--- src/volume_stencil_filter_3x3x3_macros.svh ---
// assertion macros for the volume stencil filter
`ifndef VOLUME_STENCIL_FILTER_3X3X3_MACROS_SVH
`define VOLUME_STENCIL_FILTER_3X3X3_MACROS_SVH

`ifndef NO_ASSERTIONS
// same-cycle implication
`define VSF_ASSERT_IMP(name, clk, rst_n, ante, cons) \
  name: assert property (@(posedge clk) disable iff (!rst_n) (ante) |-> (cons)) \
    else $error("vsf assertion failed");
// next-cycle implication
`define VSF_ASSERT_NXT(name, clk, rst_n, ante, cons) \
  name: assert property (@(posedge clk) disable iff (!rst_n) (ante) |=> (cons)) \
    else $error("vsf assertion failed");
`else
`define VSF_ASSERT_IMP(name, clk, rst_n, ante, cons)
`define VSF_ASSERT_NXT(name, clk, rst_n, ante, cons)
`endif

`endif

--- src/vsf_pkg.sv ---
package vsf_pkg;

  localparam int CFG_IDX_W  = 3;
  localparam int CFG_DATA_W = 16;

  localparam logic [CFG_IDX_W-1:0] REG_VOL_WIDTH    = 3'd0;
  localparam logic [CFG_IDX_W-1:0] REG_VOL_HEIGHT   = 3'd1;
  localparam logic [CFG_IDX_W-1:0] REG_VOL_DEPTH    = 3'd2;
  localparam logic [CFG_IDX_W-1:0] REG_FILTER_MODE  = 3'd3;
  localparam logic [CFG_IDX_W-1:0] REG_COEF_CENTER  = 3'd4;
  localparam logic [CFG_IDX_W-1:0] REG_COEF_FACE    = 3'd5;
  localparam logic [CFG_IDX_W-1:0] REG_COEF_EDGE    = 3'd6;
  localparam logic [CFG_IDX_W-1:0] REG_COEF_CORNER  = 3'd7;

  typedef enum logic [1:0] {
    MODE_LAPLACE = 2'd0,
    MODE_GAUSS   = 2'd1,
    MODE_SOBEL_X = 2'd2,
    MODE_OFF     = 2'd3
  } vsf_mode_e;

  // one stream item handed from the front to the back
  typedef struct packed {
    logic [7:0] voxel;
    logic       emit;   // this item completes a neighbourhood
    logic       last;   // that result is the final voxel of the volume
    logic [5:0] nb_ok;  // x-, x+, y-, y+, z-, z+ neighbours inside the volume
  } vsf_item_t;

  typedef struct packed {
    logic idle;
    logic draining;
  } vsf_front_status_t;

endpackage

--- src/vsf_front.sv ---
module vsf_front import vsf_pkg::*; #(
  parameter int WW = 8,
  parameter int HW = 8,
  parameter int DW = 11,
  parameter int PW = 15,
  parameter int FW = 15
) (
  input  logic              clk_i,
  input  logic              rst_ni,
  input  logic [WW-1:0]     w_i,
  input  logic [HW-1:0]     h_i,
  input  logic [DW-1:0]     d_i,
  input  logic [PW-1:0]     plane_i,
  input  logic              accept_i,
  input  logic [7:0]        voxel_i,
  input  logic              is_pad_i,
  output logic              push_o,
  output vsf_item_t         push_data_o,
  output vsf_front_status_t status_o
);

  logic [WW-1:0] in_col_q, in_col_d, out_col_q, out_col_d;
  logic [HW-1:0] in_row_q, in_row_d, out_row_q, out_row_d;
  logic [DW-1:0] in_plane_q, in_plane_d, out_plane_q, out_plane_d;
  logic [FW-1:0] fill_q, fill_d, fill_inc, lag1;
  logic          at_start, draining, stream, emit, last;

  assign lag1     = FW'(plane_i) + FW'(w_i) + FW'(2);
  assign at_start = (in_col_q == '0) && (in_row_q == '0) && (in_plane_q == '0);
  assign draining = at_start && (fill_q != '0);
  assign stream   = draining || !is_pad_i;
  assign fill_inc = (fill_q >= lag1) ? lag1 : fill_q + FW'(1);
  assign emit     = fill_inc == lag1;
  assign last     = (out_col_q + WW'(1) >= w_i) && (out_row_q + HW'(1) >= h_i) &&
                    (out_plane_q + DW'(1) >= d_i);

  always_comb begin
    in_col_d   = in_col_q;
    in_row_d   = in_row_q;
    in_plane_d = in_plane_q;
    if (in_col_q + WW'(1) < w_i) begin
      in_col_d = in_col_q + WW'(1);
    end else begin
      in_col_d = '0;
      if (in_row_q + HW'(1) < h_i) begin
        in_row_d = in_row_q + HW'(1);
      end else begin
        in_row_d = '0;
        if (in_plane_q + DW'(1) < d_i) begin
          in_plane_d = in_plane_q + DW'(1);
        end else begin
          in_plane_d = '0;
        end
      end
    end
  end

  always_comb begin
    out_col_d   = out_col_q;
    out_row_d   = out_row_q;
    out_plane_d = out_plane_q;
    if (out_col_q + WW'(1) < w_i) begin
      out_col_d = out_col_q + WW'(1);
    end else begin
      out_col_d = '0;
      if (out_row_q + HW'(1) < h_i) begin
        out_row_d = out_row_q + HW'(1);
      end else begin
        out_row_d = '0;
        if (out_plane_q + DW'(1) < d_i) begin
          out_plane_d = out_plane_q + DW'(1);
        end else begin
          out_plane_d = '0;
        end
      end
    end
  end

  always_comb begin
    fill_d = fill_inc;
    if (emit) begin
      fill_d = last ? '0 : lag1 - FW'(1);
    end
  end

  always_ff @(posedge clk_i or negedge rst_ni) begin
    if (!rst_ni) begin
      in_col_q    <= '0;
      in_row_q    <= '0;
      in_plane_q  <= '0;
      out_col_q   <= '0;
      out_row_q   <= '0;
      out_plane_q <= '0;
      fill_q      <= '0;
    end else if (accept_i && stream) begin
      fill_q <= fill_d;
      // a voxel sent during draining is dropped and does not move the input position
      if (!draining) begin
        in_col_q   <= in_col_d;
        in_row_q   <= in_row_d;
        in_plane_q <= in_plane_d;
      end
      if (emit) begin
        out_col_q   <= out_col_d;
        out_row_q   <= out_row_d;
        out_plane_q <= out_plane_d;
      end
    end
  end

  assign push_o                = accept_i && stream;
  assign push_data_o.voxel     = draining ? 8'd0 : voxel_i;
  assign push_data_o.emit      = emit;
  assign push_data_o.last      = last;
  assign push_data_o.nb_ok[0]  = out_col_q != '0;
  assign push_data_o.nb_ok[1]  = out_col_q + WW'(1) < w_i;
  assign push_data_o.nb_ok[2]  = out_row_q != '0;
  assign push_data_o.nb_ok[3]  = out_row_q + HW'(1) < h_i;
  assign push_data_o.nb_ok[4]  = out_plane_q != '0;
  assign push_data_o.nb_ok[5]  = out_plane_q + DW'(1) < d_i;
  assign status_o.idle         = at_start && (fill_q == '0);
  assign status_o.draining     = draining;

endmodule

--- config.mk ---
export PLATFORM = sky130hd
export DESIGN_NAME = vsf_front
export DESIGN_NICKNAME = d
export VERILOG_FILES = /design/src/volume_stencil_filter_3x3x3_macros.svh /design/src/vsf_pkg.sv /design/src/vsf_front.sv
export SDC_FILE = /design/constraint.sdc
export NUM_CORES = 1
export LEC_CHECK = 0
export BUFFER_PORTS_ARGS = -buffer_cell sky130_fd_sc_hd__buf_2
export CAP_MARGIN = 40
export CORE_MARGIN = 4
export CORE_UTILIZATION = 44
export DETAILED_ROUTE_END_ITERATION = 8
export PLACE_DENSITY = 0.67
export REMOVE_ABC_BUFFERS = 1
export SYNTH_ARGS = -nofsm -noshare
export SYNTH_HDL_FRONTEND = slang
export SYNTH_SLANG_ARGS = --single-unit
--- constraint.sdc ---
create_clock -name clk_i -period 5.42 [get_ports clk_i]
set_input_delay 0.542 -clock clk_i [delete_from_list [all_inputs] [get_ports clk_i]]
set_output_delay 0.542 -clock clk_i [all_outputs]
set_load 0.005 [all_outputs]
---- Word-level counts from Yosys, hierarchy flattened ----
Index checks and enable logic that the tools add are counted.
cells by class
  $add $sub $neg .......................... 10
  order comparisons ....................... 10
  equality and inequality tests ........... 1
  muxes and demuxes ....................... 10
  bitwise operators ....................... 5
  reductions and logical operators ........ 23
operator list
  cell                                                 number
  two-way mux 15 bit                                   3
  two-way mux 8 bit                                    5
  adder 8 x 1 -> 8 bit (second input constant)         4
  less-than comparator 8 bit                           4
  adder 11 x 1 -> 11 bit (second input constant)       2
  less-than comparator 11 bit                          2
  two-way mux 11 bit                                   2
  greater-or-equal comparator 8 bit                    2
  logical NOT 8 bit                                    2
  nonzero test 8 bit                                   2
  adder 15 x 1 -> 15 bit (second input constant)       1
  adder 15 x 2 -> 15 bit (second input constant)       1
  adder 15 x 8 -> 15 bit                               1
  == test 15 bit                                       1
  greater-or-equal comparator 15 bit                   1
  logical NOT 15 bit                                   1
  nonzero test 15 bit                                  1
  subtractor 15 x 1 -> 15 bit (second input constant)  1
  greater-or-equal comparator 11 bit                   1
  logical NOT 11 bit                                   1
  nonzero test 11 bit                                  1
  AND reduction 4 bit                                  2
  logical AND 1 bit                                    7
  AND reduction 3 bit                                  2
  4 further kinds                                      9
word-level totals
  register bits after elaboration ......... 69
  bits of input ports ..................... 54
  output and inout port bits .............. 19
  word-level logic and storage cells ...... 66

---- Longest topological paths before layout ----
Gate-level depths: netlist of the first run.
  depth in word-level cells ............... 7
  gate-level depth with buffers ........... 23
  gate-level depth less buffers ........... 22

---- Worst setup path after synthesis of the first run ----
OpenSTA, ideal clock, no wires.
  path kind ............................... input -> output
  start ................................... input w_i[1]
  end ..................................... output push_data_o[7] (netlist bit)
  arrival time ............................ 4461 ps
  required time ........................... 4878 ps
  setup slack ............................. 417 ps
  stages .................................. 20
  buffers on the path ..................... 2
  cells stage by stage .................... inv_1 ha_1 inv_1 ha_1 inv_1 fa_1 nand2b_1 a21oi_1 xnor2_1 ha_1 a21o_1 a2111oi_0 a21oi_1 maj3_1 maj3_1 nand4_1 and2_4 inv_2 buf_2 buf_4
on the way
  cells in the longest elaborated chain, start to end .. 5
RTL lines
  element                             line             RTL
  start: declaration                  vsf_front.sv:10  input logic [WW-1:0] w_i,
  adder 15 x 8 -> 15 bit (*)          vsf_front.sv:28  assign lag1 = FW'(plane_i) + FW'(w_i) + FW'(2);
  adder 15 x 2 -> 15 bit (*)          vsf_front.sv:28
  greater-or-equal comparator 15 bit  vsf_front.sv:32  assign fill_inc = (fill_q >= lag1) ? lag1 : fill_q + FW'(1);
  two-way mux 15 bit                  vsf_front.sv:32
  == test 15 bit (*)                  vsf_front.sv:33  assign emit = fill_inc == lag1;
  end: declaration                    vsf_front.sv:18  output vsf_item_t push_data_o,
Mark *: on every way between the ends. The rest lies on a longest branch, timed or not.

==> results of run 1 <==
[layer usage]
metal	track usage [%]	share of wire, %	up-vias
met1	27.5	51	2983
met5	0	0	-
met4	5.54	1.4	0
met3	2.72	3.3	18
li1	-	-	3154
met2	30.3	45	120
[per-stage QoR]
stage	worst slack [ns]	instances	instance area [sq um]
2_1_floorplan	0.340	807	6920
3_3_place_gp	0.469	1107	7650
3_5_place_dp	0.364	1108	7680
4_1_cts	0.407	1124	7980
5_1_grt	0.170	1124	7980
6_report	0.409	1124	7980
[Yosys cell counts (4+ instances only)]
cell and instances:
a22o_1 13, nor3_1 14, nand4_1 18, clkbuf_1 22, xor2_1 35, o21a_1 11, or2_2 5, nor4_1 10
buf_2 6, ha_1 93, or3_1 6, a31o_2 5, nand2_1 50, o41ai_1 5, nor2b_1 18, o31ai_1 24
nor2_1 54, and3_1 16, nand2b_1 17, xnor2_1 54, a21boi_0 4, nor4b_1 7, a21oi_1 26, dfrtp_1 69
nand3b_1 4, or4_1 6, a21o_1 9, inv_1 64, nand3_1 46, o21ai_0 57
[logic make-up after synthesis]
group	share of synthesized area [%]
adders and majority gates	17.0
buffers and inverters	5.63
muxes	0.744
and+or+nand+nor	21.1
DFF	24.4
AOI/OAI and AO/OA	19.3
xor gates and xnor gates	11.8
[path summary, 6_finish.rpt]
check                                         startpoint                  endpoint  slack [ns]  cells past startpoint
worst max-delay path                              w_i[1]            push_data_o[7]        0.41                     20
worst min-delay path                              rst_ni    fill_q[14]$_DFFE_PN0P_        0.01                      1
worst max register to register  out_col_q[0]$_DFFE_PN0P_    fill_q[10]$_DFFE_PN0P_        1.46                     14
worst min register to register   in_col_q[7]$_DFFE_PN0P_   in_col_q[7]$_DFFE_PN0P_        0.54                      2
max in group asynchronous                         rst_ni  out_row_q[7]$_DFFE_PN0P_        4.73                      3
min in group clk_i                              accept_i   in_col_q[3]$_DFFE_PN0P_        0.53                      3
[power by group through the flow]
stage                     clock network (mW)  logic (mW)  registers (mW)
final                                  0.608        1.15           0.763
after global routing                   0.639        1.30           0.779
after floorplan                            0       0.841           0.713
after detailed placement                   0        1.15           0.762
after global placement                     0        1.14           0.765
after CTS                              0.615        1.16           0.757
[cell type report]
type | count | area (sq um) | share of cell area (%)
clock buffer | 11 | 243 | 3.04
clock inverter | 5 | 60.1 | 0.752
inverter | 66 | 248 | 3.10
multi-input combinational | 672 | 4950 | 61.9
sequential | 69 | 1730 | 21.6
tap | 216 | 270 | 3.39
timing repair buffer | 85 | 490 | 6.14
[registers in the layout (all words and copies together) (netlist names)]
| name | cells |
|---|---|
| fill_q | 15 |
| in_plane_q | 11 |
| out_plane_q | 11 |
| in_col_q | 8 |
| in_row_q | 8 |
| out_col_q | 8 |
| out_row_q | 8 |
[critical path, stage by stage]
cell	delay (ns)
buf_2	0.09
inv_1	0.10
ha_1	0.24
inv_1	0.06
ha_1	0.19
inv_1	0.07
fa_1	0.38
nand2b_1	0.19
a21oi_1	0.17
xnor2_1	0.16
ha_1	0.28
a21o_1	0.18
a2111oi_0	0.42
a21oi_1	0.13
maj3_1	0.34
maj3_1	0.36
nand4_1	0.12
and2_4	0.16
inv_2	0.11
buf_2	0.16
==> flow_summary.ini, run 1 <==
[timing]
hold_viol = 0
fin_setup_tns_ns = 0
slew_violations = 0
period_needed_ns = 5.01
setup_viol = 0
fmax_ghz = 0.200
holdWs_ns = 0.0111
max_slew_margin_pct = 56.3
worst_slew_pin_slew_ns = 0.649
finalCritPeriodShare_pct = 92.4
finalClockSkew_ns = 0.00901
rsz0062_at_grt = false

[power]
power_density_nw_per_um2 = 316
p_sw_share_pct = 40.9
power_frac_seq_pct = 30.2
switching_power_mw = 1.03
power.combinational.fraction_pct = 45.7
p_int_mw = 1.49
power_mw = 2.52
power_leakage_nw = 3.76
ir_drop_v = 0.000192
p_clk_share_pct = 24.1

[finish]
drive_gt1_share_pct = 14.2
final_util_pct = 50.4
layout_common_cells = ha_1 (93), buf_2 (72), dfrtp_1 (69), inv_1 (64), o21ai_0 (56)
antenna-diode-count = 0
final_common_cell = ha_1
nFillCells = 1528
nets = 1051
area_delta_synth_final_pct = 13.0

[global_route]
first_global_vias = 5883
grt_max_degree = 65
grt_pass1_wl_mm = 28.8
grt_use_total_pct = 19.2
grt.overflow.total = 0
antenna_found_initial = 0

[run]
max_cap_violations = 0

[setup_path]
worstPathMaxFanout = 13
cp.arrival_ns = 4.47
worstSetupPathType = in -> out
worstPathRequired_ns = 4.88
startpoint_type = primary input
crit_path_end_kind = primary output

[clocking]
cts_hold_buffers = 0
cts-resized-gates = 0
clockBufferDepth = 2
post_cts_buffers = 0
cts.sinks = 69
cts_root_buffer = clkbuf_16
cts.reportedPaths.clkPinSlew_ns = 0.06
clk_latency_ns = 0.35
cts_made_buffers = 9
h-tree-depth = 3
cts_tree = built

[synth]
yosysUniqueCellTypes = 72
yosysWarningCount = 0
synth.avg_cell_area_sq_um = 8.41
ys.flop_type = dfrtp_1
synth_top_cell_by_area = dfrtp_1
async_flop_share_pct = 100
yosysTopAreaCellShare_pct = 24.4
synth-seq-cells = 69
synthesis.area_sq_um = 7070
synth_edf_count = 0
synth_cells = 840
synthTopCellsByArea = dfrtp_1 (24%), ha_1 (16%), xnor2_1 (6.7%)
ys_seq_area_share_pct = 24.4

[status]
status = completed

[floorplanning]
start_util_pct = 44.6
die_w_microns = 135
die_area_sq_um = 18200
core_region_area_sq_um = 15800
row_count = 46
io_pins = 73
die_h_microns = 135

[detailed_routing]
wl_per_cell_microns = 15.4
vias_per_cell = 5.58
vias = 6275
drtIter0Drc = 382
drc_errors = 0
drtPass1Iterations = 5
totalWireLength_mm = 17.4
postRouteAntennaNets = 0

[place]
hpwlAfterDp_mm = 13.4
gp_congestion = 0.897
io_buffers = 72

[worst_hold_path]
hp-class = in -> async
No activity file was read; power rests on OpenSTA's default activity.
==> run 2: changes to the inputs <==
Settings changed: CORE_UTILIZATION 44 to 40, PLACE_DENSITY 0.67 to 0.63.
==> run 2 against run 1 <==
  * Combinational power hardly changed
  * Clock skew hardly changed
  * Critical endpoint unchanged
  * Non-clock buffer count stayed put
  * Global-route usage is 1.4 points lower
  * First-iteration DRC count is 33% higher
  * Core utilization is 4.2 points lower
  * Hold slack better by 0.14 ns
  * Routed wire length hardly changed
  * Critical path depth stayed put
==> flow_summary.ini, run 2 (synthesis results as in run 1) <==
[clocking]
clk_latency_ns = 0.34
cts_root_buffer = clkbuf_16
cts_tree = built
cts_made_buffers = 9
cts-resized-gates = 0
cts.sinks = 69
cts.reportedPaths.clkPinSlew_ns = 0.06
post_cts_buffers = 0
cts_hold_buffers = 0
h-tree-depth = 3
clockBufferDepth = 2

[run]
max_cap_violations = 0

[detailed_routing]
drtIter0Drc = 508
totalWireLength_mm = 17.3
vias = 6141
drc_errors = 0
drtPass1Iterations = 5
wl_per_cell_microns = 15.3
vias_per_cell = 5.42
postRouteAntennaNets = 0

[timing]
hold_viol = 0
fmax_ghz = 0.199
setup_viol = 0
fin_setup_tns_ns = 0
finalClockSkew_ns = 0.00886
finalCritPeriodShare_pct = 92.9
worst_slew_pin_slew_ns = 0.627
rsz0062_at_grt = false
slew_violations = 0
max_slew_margin_pct = 57.7
period_needed_ns = 5.03

[finish]
multi_input_area_sq_um = 4950
final_common_cell = ha_1
nets = 1051
drive_gt1_share_pct = 14.3
antenna-diode-count = 0
regMostFlops = fill_q
largest_reg_flops = 15
nFillCells = 1730
reg_top3 = fill_q (15), in_plane_q (11), out_plane_q (11)
area_delta_synth_final_pct = 13.1
seq_area_sq_um = 1730
layout_common_cells = ha_1 (93), buf_2 (72), dfrtp_1 (69), inv_1 (64), o21ai_0 (56)

[status]
status = completed

[setup_path]
cp.arrival_ns = 4.49
worstSetupPathType = in -> out
crit_path_end_kind = primary output
startpoint_type = primary input
worstPathRequired_ns = 4.88
worstPathMaxFanout = 13

[power]
power_leakage_nw = 3.76
power.combinational.fraction_pct = 46.2
ir_drop_v = 0.000174
p_clk_share_pct = 23.7
p_sw_share_pct = 41.1
power_density_nw_per_um2 = 315
power_frac_seq_pct = 30.2
power_mw = 2.51
p_int_mw = 1.48
switching_power_mw = 1.03

[floorplanning]
die_h_microns = 141
die_area_sq_um = 19900
core_region_area_sq_um = 17300
start_util_pct = 40.9
die_w_microns = 141
io_pins = 73
row_count = 48

[global_route]
grt_use_total_pct = 17.8
grt_max_degree = 59
grt_pass1_wl_mm = 29.5
antenna_found_initial = 0
first_global_vias = 6004
grt.overflow.total = 0

[worst_hold_path]
hp-class = in -> async

[place]
hpwlAfterDp_mm = 13.6
gp_congestion = 0.893
io_buffers = 72
## run 2: changes by cell type in the layout (fill, tap and decap cells not counted), sizes merged
cell    delta
clkinv     +1
clkbuf     -2
inv        +1
## run 2: critical path, stage by stage
cell,delay (ns)
buf_2,0.09
inv_1,0.09
ha_1,0.24
inv_1,0.06
ha_1,0.20
inv_1,0.07
fa_1,0.39
nand2b_1,0.19
a21oi_1,0.16
xnor2_1,0.16
ha_1,0.28
a21o_1,0.19
a2111oi_0,0.41
a21oi_1,0.14
maj3_1,0.34
maj3_1,0.37
nand4_1,0.13
and2_4,0.16
inv_2,0.11
buf_2,0.16
## run 2: metal layers
| layer | part of all wire [%] | track usage, % | vias to the layer above | routed length [microns] |
|---|---|---|---|---|
| li1 | - | - | 3149 | - |
| met5 | 0 | 0 | - | 0 |
| met2 | 45 | 28.1 | 107 | 7800 |
| met3 | 3.4 | 2.71 | 14 | 589 |
| met4 | 1.3 | 4.18 | 0 | 217 |
| met1 | 50 | 25.6 | 2871 | 8740 |
## run 2: power groups by stage
stage          Combinational (mW)  Clock [mW]  Sequential, mW
3_5_place_dp                 1.16           0           0.762
5_1_grt                      1.32       0.635           0.778
6_report                     1.16       0.595           0.758
2_1_floorplan               0.841           0           0.713
3_3_place_gp                 1.14           0           0.764
4_1_cts                      1.17       0.607           0.755
## run 2: through the flow
| step | hold WS, ns | worst slack [ns] | util (%) | instances | cell area, sq um |
|---|---|---|---|---|---|
| after detailed placement | 0.506 | 0.373 | 44.5 | 1117 | 7690 |
| after CTS | 0.146 | 0.398 | 46.2 | 1133 | 7990 |
| after global placement | 0.524 | 0.448 | 44.3 | 1116 | 7660 |
| after global routing | 0.154 | 0.102 | 46.2 | 1133 | 7990 |
| final | 0.155 | 0.386 | 46.2 | 1133 | 7990 |
| after floorplan | 0.246 | 0.340 | - | 807 | 6920 |
## run 2: area by class of cell
cell class	count	share of cell area [%]
tap	225	3.52
sequential	69	21.6
inverter	66	3.10
clock buffer	9	2.82
clock inverter	7	0.924
multi-input combinational	672	61.9
timing repair buffer	85	6.14
## run 2: final timing paths
path	startpoint	slack, ns	endpoint	cells after the start
worst max-delay path	w_i[1]	0.39	push_data_o[7]	20
worst min-delay path	rst_ni	0.16	fill_q[11]$_DFFE_PN0P_	2
worst max register to register	out_col_q[0]$_DFFE_PN0P_	1.58	fill_q[10]$_DFFE_PN0P_	14
worst min register to register	in_col_q[7]$_DFFE_PN0P_	0.54	in_col_q[7]$_DFFE_PN0P_	2
max in group asynchronous	rst_ni	4.72	in_col_q[1]$_DFFE_PN0P_	3
min in group clk_i	in_col_q[7]$_DFFE_PN0P_	0.54	in_col_q[7]$_DFFE_PN0P_	2
