[config.mk]
export PLATFORM = sky130hd
export DESIGN_NAME = vsf_fifo
export DESIGN_NICKNAME = d
export VERILOG_FILES = /design/src/volume_stencil_filter_3x3x3_macros.svh /design/src/vsf_pkg.sv /design/src/vsf_fifo.sv
export SDC_FILE = /design/constraint.sdc
export NUM_CORES = 1
export LEC_CHECK = 0
export BUFFER_PORTS_ARGS = -buffer_cell sky130_fd_sc_hd__buf_2
export CAP_MARGIN = 20
export CORE_UTILIZATION = 53
export CTS_BUF_LIST = sky130_fd_sc_hd__clkbuf_2
export DETAILED_ROUTE_END_ITERATION = 10
export PLACE_DENSITY = 0.77
export SLEW_MARGIN = 0
export SYNTH_ARGS = -nofsm -noshare
export SYNTH_HDL_FRONTEND = slang
export SYNTH_SLANG_ARGS = --single-unit
[constraint.sdc]
create_clock -name clk_i -period 1.55 [get_ports clk_i]
set_input_delay 0.155 -clock clk_i [delete_from_list [all_inputs] [get_ports clk_i]]
set_output_delay 0.155 -clock clk_i [all_outputs]
set_load 0.01 [all_outputs]
[src/volume_stencil_filter_3x3x3_macros.svh]
// assertion macros for the volume stencil filter
`ifndef VOLUME_STENCIL_FILTER_3X3X3_MACROS_SVH
`define VOLUME_STENCIL_FILTER_3X3X3_MACROS_SVH

`ifndef NO_ASSERTIONS
// same-cycle implication
`define VSF_ASSERT_IMP(name, clk, rst_n, ante, cons) \
  name: assert property (@(posedge clk) disable iff (!rst_n) (ante) |-> (cons)) \
    else $error("vsf assertion failed");
// next-cycle implication
`define VSF_ASSERT_NXT(name, clk, rst_n, ante, cons) \
  name: assert property (@(posedge clk) disable iff (!rst_n) (ante) |=> (cons)) \
    else $error("vsf assertion failed");
`else
`define VSF_ASSERT_IMP(name, clk, rst_n, ante, cons)
`define VSF_ASSERT_NXT(name, clk, rst_n, ante, cons)
`endif

`endif

[src/vsf_pkg.sv]
package vsf_pkg;

  localparam int CFG_IDX_W  = 3;
  localparam int CFG_DATA_W = 16;

  localparam logic [CFG_IDX_W-1:0] REG_VOL_WIDTH    = 3'd0;
  localparam logic [CFG_IDX_W-1:0] REG_VOL_HEIGHT   = 3'd1;
  localparam logic [CFG_IDX_W-1:0] REG_VOL_DEPTH    = 3'd2;
  localparam logic [CFG_IDX_W-1:0] REG_FILTER_MODE  = 3'd3;
  localparam logic [CFG_IDX_W-1:0] REG_COEF_CENTER  = 3'd4;
  localparam logic [CFG_IDX_W-1:0] REG_COEF_FACE    = 3'd5;
  localparam logic [CFG_IDX_W-1:0] REG_COEF_EDGE    = 3'd6;
  localparam logic [CFG_IDX_W-1:0] REG_COEF_CORNER  = 3'd7;

  typedef enum logic [1:0] {
    MODE_LAPLACE = 2'd0,
    MODE_GAUSS   = 2'd1,
    MODE_SOBEL_X = 2'd2,
    MODE_OFF     = 2'd3
  } vsf_mode_e;

  // one stream item handed from the front to the back
  typedef struct packed {
    logic [7:0] voxel;
    logic       emit;   // this item completes a neighbourhood
    logic       last;   // that result is the final voxel of the volume
    logic [5:0] nb_ok;  // x-, x+, y-, y+, z-, z+ neighbours inside the volume
  } vsf_item_t;

  typedef struct packed {
    logic idle;
    logic draining;
  } vsf_front_status_t;

endpackage

[src/vsf_fifo.sv]
module vsf_fifo import vsf_pkg::*; (
  input  logic      clk_i,
  input  logic      rst_ni,
  input  logic      push_i,
  input  vsf_item_t push_data_i,
  output logic      ready_o,
  input  logic      pop_i,
  output logic      valid_o,
  output vsf_item_t pop_data_o
);

  localparam int DEPTH = 4;
  localparam int PW    = $clog2(DEPTH);

  vsf_item_t       mem [DEPTH];
  logic [PW-1:0]   wr_q, rd_q;
  logic [PW:0]     cnt_q, cnt_d;

  assign ready_o    = cnt_q != (PW+1)'(DEPTH);
  assign valid_o    = cnt_q != '0;
  assign pop_data_o = mem[rd_q];

  always_comb begin
    cnt_d = cnt_q;
    if (push_i && !pop_i) begin
      cnt_d = cnt_q + (PW+1)'(1);
    end else if (pop_i && !push_i) begin
      cnt_d = cnt_q - (PW+1)'(1);
    end
  end

  always_ff @(posedge clk_i or negedge rst_ni) begin
    if (!rst_ni) begin
      wr_q  <= '0;
      rd_q  <= '0;
      cnt_q <= '0;
    end else begin
      cnt_q <= cnt_d;
      if (push_i) begin
        wr_q <= wr_q + PW'(1);
      end
      if (pop_i) begin
        rd_q <= rd_q + PW'(1);
      end
    end
  end

  always_ff @(posedge clk_i) begin
    if (push_i) begin
      mem[wr_q] <= push_data_i;
    end
  end

endmodule

# Word-level counts from Yosys, hierarchy flattened
# Memory sizes are Yosys's and may differ from the RTL's.
# Index checks and enable logic that the tools add are counted.
totals:
  register_bits: 7
  mem_bits_rw: 64
  out_inout_bits: 18
  elab_cells: 19
  n_memories: 1
mem_list:
  columns: ["memory", "depth", "word_bits", "read_ports", "rd_clocked_by_memory_dff", "wr", "line_no", "rtl"]
  rows:
  - ["mem", 4, 16, 1, 0, 1, "vsf_fifo.sv:15", "vsf_item_t mem [DEPTH];"]
classes:
  addsub: 4
  n_eq_ne: 1
  n_mux: 4
  n_reduce_logical: 6
op_table:
  columns: ["operator", "count"]
  rows:
  - ["3-bit two-way mux", 2]
  - ["2-bit by 1-bit adder with 2-bit output, second input constant", 2]
  - ["3-bit by 1-bit adder with 3-bit output, second input constant", 1]
  - ["3-bit != test, second input constant", 1]
  - ["3-bit nonzero test", 1]
  - ["3-bit by 1-bit subtractor with 3-bit output, second input constant", 1]
  - ["1-bit logical AND", 2]
  - ["1-bit logical NOT", 2]
  - ["1-bit two-way mux", 2]
  - ["2-bit nonzero test", 1]

# Longest topological paths before layout
# Gate-level depths: netlist (run 1).
logic_depth:
  ltp_word: 4
  mapped_depth: 7
  depth_no_buf: 7

# Worst setup path after synthesis (run 1)
# OpenSTA, ideal clock, no wires.
synth_path:
  kind: "reg2reg"
  startpoint: "register wr_q[0]"
  endpoint: "memory mem[0][0] (netlist bit), enable pin"
  setup_ns: 0.374
  arrival_ns: 1.052
  required_time_ns: 1.176
  setup_slack_ns: 0.124
  stages_incl_launch_ff: 4
  synth_period_minus_slack_ns: 1.426
  path_cell_list: "dfrtp_1 -> inv_1 -> ha_1 -> and2_1"
synth_lines:
  columns: ["item", "line_no", "rtl"]
  rows:
  - ["start, declared", "vsf_fifo.sv:16", "logic [PW-1:0] wr_q, rd_q;"]
  - ["start signal, assigned", "vsf_fifo.sv:40", "wr_q <= wr_q + PW'(1);"]
  - ["end, declared", "vsf_fifo.sv:15", null]
# Straight into the memory's write port.

==> results.sh, run 1 <==
export IMPL_grt_pass1_vias=1454
export IMPL_ys_seq_area_share_pct=76.39
export IMPL_worstSetupStartpoint="rd_q[0]"
export IMPL_cp_required_ns=1.39
export IMPL_numPortBuffers=37
export IMPL_cp_slowest_cell="mux4_2"
export IMPL_drive_gt1_share_pct=41.67
export IMPL_synth_top_area_share_pct=70.01
export IMPL_cts_tree="built"
export IMPL_slew_violations=0
export IMPL_worst_slew_pin_transition_ns=0.4229
export IMPL_place_inst=231
export IMPL_path_cells="buf_6 -> mux4_2 -> buf_6"
export IMPL_grt_max_degree=17
export IMPL_worst_path_max_fanout=6
export IMPL_worstSetupPathType="flip-flop to output pin"
export IMPL_die_w_um=73.97
export IMPL_netlist_instances=119
export IMPL_wirelength_mm=4.586
export IMPL_synthMuxAreaShare_pct=14.63
export IMPL_drc=0
export IMPL_final_nets=225
export IMPL_cp_end_kind="output pin"
export IMPL_diodes=0
export IMPL_synth_xor_area_share_pct=1.914
export IMPL_wl_per_cell_um=16.92
export IMPL_hp_start="push_data_i[10]"
export IMPL_syn_area_sq_um=2745
export IMPL_status="complete, but fails checks"
export IMPL_die_y_um=73.97
export IMPL_syn_num_nets=145
export IMPL_slew_headroom_pct=71.81
export IMPL_antenna_found_initial=0
export IMPL_dpl_cell_area_sq_um=3100
export IMPL_avgViaCountPerCell=5.114
export IMPL_place_hpwl_mm=2.898
export IMPL_yosys_area_share_simple_pct=1.823
export IMPL_cts_sinks=71
export IMPL_synthAdderAreaFrac_pct=3.008
export IMPL_rsz0062_at_grt="yes"
export IMPL_grt_usage_pct=18.65
export IMPL_cts_root_buf="clkbuf_2"
export IMPL_final_area_sq_um=3506
export IMPL_clk_path_buf_depth=2
export IMPL_htree_num_levels=3
export IMPL_worst_ep_arrival_time_ns=1.73
export IMPL_mostFrequentLayoutCell="edfxtp_1"
export IMPL_rows=25
export IMPL_drt_initial_drc_count=65
export IMPL_grt_pass1_wl_mm=7.051
export IMPL_critPathBufInv=2
export IMPL_hp_class="primary input to flip-flop"
export IMPL_clkTransAtPathRegs_ns=0.18
export IMPL_synth_warnings=0
export IMPL_synth_top_family_by_area="multiplexers"
export IMPL_max_cap_viol_count=0
export IMPL_synth_compound_area_share_pct=0.1823
export IMPL_ff_latch_area_sq_um=2097
export IMPL_io_pins=38
export IMPL_failed_checks="negative setup slack"
export IMPL_cpMostUsedCell="buf_6"
export IMPL_cts_inserted_buffers=9
export IMPL_gp_congestion=0.6575
export IMPL_fp_coreArea_sq_um=4848
export IMPL_multiInputGateArea_sq_um=568.0
export IMPL_final_cells=271
export IMPL_reg2reg_from="cnt_q[0]"
export IMPL_finalPower_mw=5.955
export IMPL_avgSynthCellArea_sq_um=23.07
export IMPL_period_share_pct=121.7
export IMPL_first_pass_iters=4
export IMPL_synth_area_leader_cell="edfxtp_1"
export IMPL_fin_util_pct=72.31
export IMPL_ys_ff_latch=71
export IMPL_fin_setup_tns_ns=-4.977
export IMPL_r2r_setup_slack_ns=0.11
export IMPL_fmax_ghz=0.5302
export IMPL_synth_distinct_cells=18
export IMPL_nFillCells=302
export IMPL_p_leak_nw=1.299
export IMPL_clock_latency_ns=0.46
export IMPL_start_util_pct=56.62
export IMPL_worst_slack_ns=-0.3362
export IMPL_synthTopCellsByArea="edfxtp_1 70%, mux4_1 7.7%, mux4_2 6.6%"
export IMPL_cp_top_family="multiplexers"
export IMPL_finalClockSkew_ns=0.01272
export IMPL_area_delta_synth_final_pct=27.71
export IMPL_die_area_sq_um=5472
export IMPL_antenna_left=0
export IMPL_ir_drop_uv=956.4
export IMPL_power_density_nw_per_um2=1699
export IMPL_fin_crit_ns=1.886
export IMPL_cpPeakStageDelay_ns=0.53
export IMPL_vias=1386
export IMPL_critPathLaunchType="flip-flop"
export IMPL_gr_total_overflow=0
export IMPL_final_cell_mix="64 x edfxtp_1, 23 x buf_2, 21 x dlygate4sd3_1"
export IMPL_setup_viol_count_final=16
export IMPL_finalHoldViolCount=0
==> flip-flops by register name (all words and copies together) (netlist names) <==
register	flops
wr_q	2
mem	64
cnt_q	3
rd_q	2
==> worst register-to-register path: stages, from the launching register on <==
cell and delay, ns:
dfrtp_1 0.42, buf_4 0.16, fa_2 0.38, xor2_1 0.15, nor2_1 0.12, xor2_1 0.14
==> cell type report <==
type	instances	area share, %
Sequential cell	71	59.81
Timing Repair Buffer	73	18.27
Multi-Input combinational cell	40	16.20
Tap cell	67	2.391
Clock inverter	6	1.463
Clock buffer	10	1.428
Inverter	4	0.4283
==> cells in the mapped netlist, drive strengths merged <==
master and number:
edfxtp 64, or3 1, and2 4, xor2 4
nor2 2, fa 1, dfrtp 7, nand2 3
buf 4, mux2 1, inv 4, ha 5
mux4 16, xnor2 2, o21ai 1
==> metal layers <==
layer	up-vias	GRT usage, %	part of all wire, %
met4	0	10.90	1.3
met5	-	0	0
met2	38	31.62	54
met3	8	3.794	4.2
met1	702	22.34	40
li1	638	-	-
==> cell families after synthesis <==
kind of cell / count (synthesis)
buffers and inverters: 8
adders and majority gates: 6
muxes: 17
AOI/OAI and AO/OA: 1
and+or+nand+nor: 10
DFF: 71
xor gates and xnor gates: 6
==> where the power goes <==
part | total [mW] | internal, mW | switching [mW]
logic | 2.36 | 1.34 | 1.02
registers | 2.66 | 2.53 | 0.131
clock network | 0.936 | 0.360 | 0.576
==> stage by stage <==
step,hold WS [ns],setup slack (ns)
2_1_floorplan,-0.1406,0.1242
3_3_place_gp,-0.006428,0.03981
3_5_place_dp,0.004089,0.001278
4_1_cts,0.3950,-0.3929
5_1_grt,0.4138,-0.4253
6_report,0.4284,-0.3362
==> path summary, 6_finish.rpt <==
kind                       depth (start not counted)            end
max                                                3  pop_data_o[7]
min                                                2     mem[3][10]
max reg2reg                                        5       cnt_q[2]
min reg2reg                                        1       cnt_q[2]
max in group asynchronous                          4       cnt_q[2]
min in group asynchronous                          3        wr_q[1]
==> timing repair <==
item	4_1_cts	5_1_grt
setup endpoints to repair	28	18
pin swaps	0	2
hold endpoints to repair	75	0
gates resized for setup	15	13
setup buffers	3	0
hold buffers	21	0
Note: power is estimated with default switching activity, not from simulation.
==> run 2: changes to the inputs <==
==> constraint.sdc (replaced) <==
create_clock -name clk_i -period 1.63 [get_ports clk_i]
set_input_delay 0.163 -clock clk_i [delete_from_list [all_inputs] [get_ports clk_i]]
set_output_delay 0.163 -clock clk_i [all_outputs]
set_load 0.01 [all_outputs]
==> run 2 against run 1 <==
Net effect:
- the flow still finishes with violations (negative setup slack)
- sequential share of layout area grew 0.98 points
- clock skew grew 0.0061 ns
- die area is the same
- first-iteration DRC count shrank 48%
- register-to-register slack gained 0.02 ns
- non-clock buffer count shrank 4
- design area shrank 1.6%
- routed wire length grew 2.2%
- critical path depth is the same
- cell count shrank 1.5%
- combinational power shrank 8.9%
- critical path type unchanged
==> results.sh, run 2 (synthesis gave the netlist of run 1 again) <==
export IMPL_cts_root_buf="clkbuf_2"
export IMPL_worst_slew_pin_transition_ns=0.4618
export IMPL_p_comb_share_pct=38.5
export IMPL_worstSetupPathType="flip-flop to output pin"
export IMPL_die_area_sq_um=5472
export IMPL_rows=25
export IMPL_cpMostUsedCell="buf_6"
export IMPL_power_share_switching_pct=29.42
export IMPL_area_delta_synth_final_pct=25.66
export IMPL_antenna_left=0
export IMPL_path_cells="buf_6 -> mux4_2 -> buf_6"
export IMPL_cts_inserted_buffers=9
export IMPL_drive_gt1_share_pct=41.00
export IMPL_mostFrequentLayoutCell="edfxtp_1"
export IMPL_p_seq_share_pct=45.1
export IMPL_pre_cts_ws_ns=0.03232
export IMPL_avgViaCountPerCell=5.187
export IMPL_grt_pass1_vias=1497
export IMPL_final_nets=221
export IMPL_ir_drop_uv=777.3
export IMPL_wl_met1_mm=1.960
export IMPL_cp_required_ns=1.47
export IMPL_p_leak_nw=1.279
export IMPL_power_density_nw_per_um2=1622
export IMPL_clk_path_buf_depth=2
export IMPL_hp_class="primary input to async pin"
export IMPL_cts_tree="built"
export IMPL_numPortBuffers=37
export IMPL_worst_path_max_fanout=5
export IMPL_fin_util_pct=71.15
export IMPL_power_switching_mw=1.646
export IMPL_critPathLaunchType="flip-flop"
export IMPL_die_y_um=73.97
export IMPL_drc=0
export IMPL_fmax_ghz=0.5277
export IMPL_largest_register="mem"
export IMPL_grt_max_degree=17
export IMPL_multiInputGateArea_sq_um=563.0
export IMPL_cpPeakStageDelay_ns=0.53
export IMPL_clock_latency_ns=0.45
export IMPL_finalHoldViolCount=0
export IMPL_diodes=0
export IMPL_final_cell_mix="64 x edfxtp_1, 27 x buf_2, 20 x dlygate4sd3_1"
export IMPL_failed_checks="negative setup slack"
export IMPL_antenna_found_initial=0
export IMPL_cts_sinks=71
export IMPL_place_hpwl_mm=2.818
export IMPL_internal_power_mw=3.948
export IMPL_rsz0062_at_grt="yes"
export IMPL_fp_coreArea_sq_um=4848
export IMPL_vias=1385
export IMPL_fin_crit_ns=1.895
export IMPL_reg_largest_list="mem: 64 flops, cnt_q: 3 flops"
export IMPL_wirelength_mm=4.686
export IMPL_grt_pass1_wl_mm=7.141
export IMPL_htree_num_levels=3
export IMPL_clkTransAtPathRegs_ns=0.17
export IMPL_nFillCells=315
export IMPL_wl_per_cell_um=17.55
export IMPL_ff_latch_area_sq_um=2097
export IMPL_finalClockSkew_ns=0.01882
export IMPL_start_util_pct=56.62
export IMPL_gp_congestion=0.6717
export IMPL_wl_met2_mm=2.471
export IMPL_largest_reg_flops=64
export IMPL_grt_usage_pct=19.01
export IMPL_finalPower_mw=5.594
export IMPL_period_share_pct=116.3
export IMPL_dr_max_layer_used="met4"
export IMPL_io_pins=38
export IMPL_max_cap_viol_count=0
export IMPL_gr_total_overflow=0
export IMPL_cp_slowest_cell="mux4_2"
export IMPL_slew_headroom_pct=69.21
export IMPL_worst_ep_arrival_time_ns=1.73
export IMPL_status="complete, but fails checks"
export IMPL_drt_initial_drc_count=34
export IMPL_setup_viol_count_final=16
export IMPL_first_pass_iters=4
export IMPL_die_w_um=73.97
export IMPL_cp_end_kind="output pin"
export IMPL_slew_violations=0
export IMPL_p_clk_share_pct=16.3
export IMPL_worst_slack_ns=-0.2652
export IMPL_wl_met3_um=165
run 2: cell count changes in the layout (fill, tap and decap cells not counted), moves of 2 or more:
| cell | before | now |
|---|---|---|
| buf_4 | 9 | 6 |
| clkinv_1 | 3 | 1 |
| buf_6 | 16 | 13 |
| buf_2 | 23 | 27 |
run 2: per-layer routing:
layer / global-route usage (%) / vias up
li1: - / 627
met5: 0 / -
met1: 23.02 / 698
met3: 3.659 / 12
met2: 32.32 / 48
met4: 10.68 / 0
run 2: metrics by stage:
step	cell area (sq um)	hold WS, ns	instances	setup TNS, ns
floorplan	2745	-0.1326	119	0
global placement	3078	0.001921	228	0
detailed placement	3078	0.01565	228	0
CTS	3405	0.002602	267	-4.543
global route	3450	0.01718	267	-5.196
finish	3450	0.06326	267	-3.930
run 2: final timing paths:
check / startpoint / end / slack (ns) / depth (start not counted)
max in group asynchronous: rst_ni / rd_q[1] / 0.84 / 3
setup / recovery: rd_q[0] / pop_data_o[4] / -0.27 / 3
hold reg to reg: cnt_q[2] / cnt_q[2] / 0.51 / 1
min in group clk_i: push_data_i[8] / mem[3][8] / 0.46 / 2
hold / removal: rst_ni / cnt_q[0] / 0.06 / 2
setup reg to reg: wr_q[0] / mem[0][14] / 0.13 / 5
run 2: final cells by class:
class / count / area share [%]
Sequential cell: 71 / 60.79
Timing Repair Buffer: 69 / 17.01
Multi-Input combinational cell: 40 / 16.32
Tap cell: 67 / 2.430
Clock buffer: 11 / 1.596
Clock inverter: 5 / 1.415
Inverter: 4 / 0.4353
run 2: power by group through the flow:
stage / Sequential (mW) / Clock [mW] / Combinational, mW
5_1_grt: 2.56 / 1.01 / 2.32
3_5_place_dp: 2.58 / 0 / 1.77
6_report: 2.53 / 0.914 / 2.15
2_1_floorplan: 2.54 / 0 / 1.15
3_3_place_gp: 2.55 / 0 / 1.71
4_1_cts: 2.53 / 0.940 / 2.02
run 2: timing repair:
item	4_1_cts	5_1_grt
resized for setup	14	8
endpoints found under the hold margin	75	0
hold buffers	20	0
endpoints found under the setup margin	17	32
buffers inserted	3	0
run 2: critical path: cells and delay by family, from the launching register on:
family,cells,cell delay [ns]
buffers and inverters,2,0.30
multiplexers,1,0.53
flip-flops,1,0.45
==> run 3: changes to the inputs <==
--- a/config.mk
+++ b/config.mk
@@ -5,12 +5,13 @@
 export SDC_FILE = /design/constraint.sdc
 export NUM_CORES = 1
 export LEC_CHECK = 0
+export ABC_AREA = 1
 export BUFFER_PORTS_ARGS = -buffer_cell sky130_fd_sc_hd__buf_2
 export CAP_MARGIN = 20
-export CORE_UTILIZATION = 53
+export CORE_UTILIZATION = 54
 export CTS_BUF_LIST = sky130_fd_sc_hd__clkbuf_2
 export DETAILED_ROUTE_END_ITERATION = 10
-export PLACE_DENSITY = 0.77
+export PLACE_DENSITY = 0.78
 export SLEW_MARGIN = 0
 export SYNTH_ARGS = -nofsm -noshare
 export SYNTH_HDL_FRONTEND = slang
==> run 3 against run 2 <==
Net effect:
- the flow still finishes with violations (negative setup slack)
- global-route usage rose by 0.71 points
- fmax up 6.6%
- critical endpoint is now pop_data_o[3]
- worst hold slack improved by 0.32 ns
- routed wire length is 13% higher
- via count up 37%
- largest power group is now combinational cells
- sequential power grew 3%
- cell count rose by 43%
- clock-buffer cell count is 2 lower
- total power grew 16%
==> results.sh, run 3 <==
export IMPL_status="complete, but fails checks"
export IMPL_failed_checks="negative setup slack"
export IMPL_whs_path_depth=3
export IMPL_grt_usage_pct=19.72
export IMPL_synthAdderAreaFrac_pct=2.569
export IMPL_wl_per_cell_um=13.88
export IMPL_hold_end="rd_q[0]"
export IMPL_die_w_um=79.15
export IMPL_synth_enable_flop_cells=64
export IMPL_synth_warnings=0
export IMPL_rows=27
export IMPL_die_y_um=79.15
export IMPL_diodes=0
export IMPL_synth_xor_area_share_pct=1.323
export IMPL_worst_path_max_fanout=35
export IMPL_avgViaCountPerCell=4.971
export IMPL_cp_slowest_cell="dfrtp_2"
export IMPL_syn_num_nets=261
export IMPL_numPortBuffers=37
export IMPL_largest_register="mem"
export IMPL_slew_violations=0
export IMPL_r2r_cells=4
export IMPL_avgSynthCellArea_sq_um=13.68
export IMPL_ys_ff_latch=71
export IMPL_antenna_left=0
export IMPL_power_density_nw_per_um2=1675
export IMPL_worstSetupPathType="flip-flop to output pin"
export IMPL_yosys_area_share_simple_pct=9.731
export IMPL_synthTopCellsByArea="edfxtp_1 60%, o211ai_2 9.0%, dfrtp_1 5.4%"
export IMPL_fin_crit_ns=1.778
export IMPL_setup_viol_count_final=16
export IMPL_reg2reg_to="mem[3][3]"
export IMPL_reg2reg_from="wr_q[0]"
export IMPL_place_hpwl_mm=3.426
export IMPL_cp_required_ns=1.47
export IMPL_die_area_sq_um=6265
export IMPL_critPathLaunchType="flip-flop"
export IMPL_clk_path_buf_depth=2
export IMPL_final_nets=332
export IMPL_final_cell_mix="64 x edfxtp_1, 44 x inv_1, 30 x nand2_1"
export IMPL_r2r_setup_slack_ns=0.26
export IMPL_reg_largest_list="mem: 64 flops, cnt_q: 3 flops"
export IMPL_dpl_cell_area_sq_um=3477
export IMPL_ir_drop_uv=996.6
export IMPL_worst_slew_pin_transition_ns=0.3545
export IMPL_synthMuxAreaShare_pct=0
export IMPL_largest_reg_flops=64
export IMPL_worst_slack_ns=-0.1485
export IMPL_gp_congestion=0.7445
export IMPL_fmax_ghz=0.5623
export IMPL_first_pass_iters=5
export IMPL_mostFrequentLayoutCell="edfxtp_1"
export IMPL_netlist_instances=235
export IMPL_synth_top_flop_cell="edfxtp_1"
export IMPL_finalClockSkew_ns=0.01034
export IMPL_cp_end_kind="output pin"
export IMPL_wirelength_mm=5.316
export IMPL_grt_pass1_vias=1902
export IMPL_cpPeakStageDelay_ns=0.48
export IMPL_pre_cts_ws_ns=0.2623
export IMPL_clkTransAtPathRegs_ns=0.19
export IMPL_slew_headroom_pct=76.29
export IMPL_hp_start="pop_i"
export IMPL_worst_ep_arrival_time_ns=1.62
export IMPL_period_share_pct=109.1
export IMPL_ys_seq_area_share_pct=65.24
export IMPL_cts_root_buf="clkbuf_2"
export IMPL_area_delta_synth_final_pct=20.83
export IMPL_synth_most_common_cell="edfxtp_1"
export IMPL_synth_top_area_share_pct=59.79
export IMPL_fin_setup_tns_ns=-1.724
export IMPL_start_util_pct=57.32
export IMPL_finalHoldViolCount=0
export IMPL_cts_sinks=71
export IMPL_syn_area_sq_um=3214
export IMPL_synth_compound_area_share_pct=11.37
export IMPL_p_leak_nw=1.653
export IMPL_drc=0
export IMPL_max_cap_viol_count=0
export IMPL_async_flop_share_pct=9.859
export IMPL_final_area_sq_um=3884
export IMPL_grt_pass1_wl_mm=8.935
export IMPL_gr_total_overflow=0
export IMPL_synth_area_leader_cell="edfxtp_1"
export IMPL_rsz0062_at_grt="yes"
export IMPL_path_cells="buf_12 -> o211ai_1 -> nand2_2 -> buf_6"
export IMPL_drt_initial_drc_count=113
export IMPL_vias=1904
export IMPL_hp_class="primary input to flip-flop"
export IMPL_io_pins=38
export IMPL_clock_latency_ns=0.51
export IMPL_fp_coreArea_sq_um=5608
export IMPL_cts_inserted_buffers=9
export IMPL_drive_gt1_share_pct=39.87
export IMPL_cts_tree="built"
export IMPL_htree_num_levels=3
export IMPL_grt_max_degree=36
export IMPL_synth_top_family_by_area="compound AO/OA/AOI/OAI gates"
export IMPL_antenna_found_initial=0
export IMPL_yosys_top_cells_count="64 x edfxtp_1, 44 x inv_1, 31 x nand2_1"
export IMPL_synth_distinct_cells=21
## run 3: cell count changes in the layout (fill, tap and decap cells not counted), sizes merged, moves of 2 or more
cell	delta
nor2	-2
buf	+2
and2	-4
inv	+41
mux4	-16
nand3	+3
clkinv	+2
nand2	+56
clkbuf	-2
o211ai	+32
## run 3: through the flow
| step | util [%] | hold slack, ns | cells | total power [mW] |
|---|---|---|---|---|
| final | 69.25 | 0.3840 | 383 | 6.506 |
| after global routing | 69.25 | 0.3451 | 383 | 6.929 |
| after CTS | 69.21 | 0.3498 | 383 | 6.559 |
| after detailed placement | 62.00 | 0.01094 | 346 | 5.229 |
| after global placement | 62.00 | 0.009955 | 346 | 5.162 |
| after floorplan | - | -0.1326 | 235 | 4.612 |
## run 3: power breakdown
| group | internal [mW] | switching [mW] | leakage [nW] | total [mW] |
|---|---|---|---|---|
| logic | 1.32 | 1.59 | 0.913 | 2.91 |
| registers | 2.41 | 0.202 | 0.669 | 2.61 |
| clock network | 0.356 | 0.632 | 0.0718 | 0.989 |
## run 3: worst max path at each step
stage	slack (ns)	startpoint	endpoint
5_1_grt	-0.31	rd_q[0]	pop_data_o[14]
2_1_floorplan	0.28	wr_q[0]	mem[0][0]
3_5_place_dp	0.26	push_i	cnt_q[2]
4_1_cts	-0.19	rd_q[0]	pop_data_o[14]
3_3_place_gp	0.27	wr_q[0]	mem[3][11]
6_report	-0.15	rd_q[0]	pop_data_o[3]
## run 3: layout make-up
cell class / count / area, sq um
sequential: 71 / 2100
fill: 406 / 1724
multi-input combinational: 107 / 805.8
timing repair buffer: 71 / 584.3
inverter: 46 / 185.2
tap: 72 / 90.09
clock inverter: 7 / 73.82
clock buffer: 9 / 45.04
## run 3: per-layer routing
metal,part of all wire (%),GRT usage (%)
met2,53,33.88
met4,1.5,7.091
met5,0,0
met1,41,23.15
met3,4.8,6.322
## run 3: cell families (layout without fill, tap and decap cells)
logic type               count (synthesis)  after routing
XOR/XNOR                                 4              4
buffers and inverters                   57            133
adder cells (fa/ha/maj)                  6              6
AO/OA/AOI/OAI                           34             34
flip-flops                              71             71
AND/OR/NAND/NOR                         63             63
## run 3: what timing repair did
action | 4_1_cts | 5_1_grt
pin swaps | 7 | 5
resized for setup | 13 | 1
hold buffers | 20 | 0
endpoints found under the setup margin | 16 | 16
endpoints found under the hold margin | 75 | 0
gates cloned | 0 | 0
setup buffers | 1 | 0
## run 3: critical path: cells and delay by family, from the launching register on
family | cells | cell delay, ns
flops | 1 | 0.48
buf+inv | 2 | 0.31
compound gates | 1 | 0.23
simple gates | 1 | 0.08
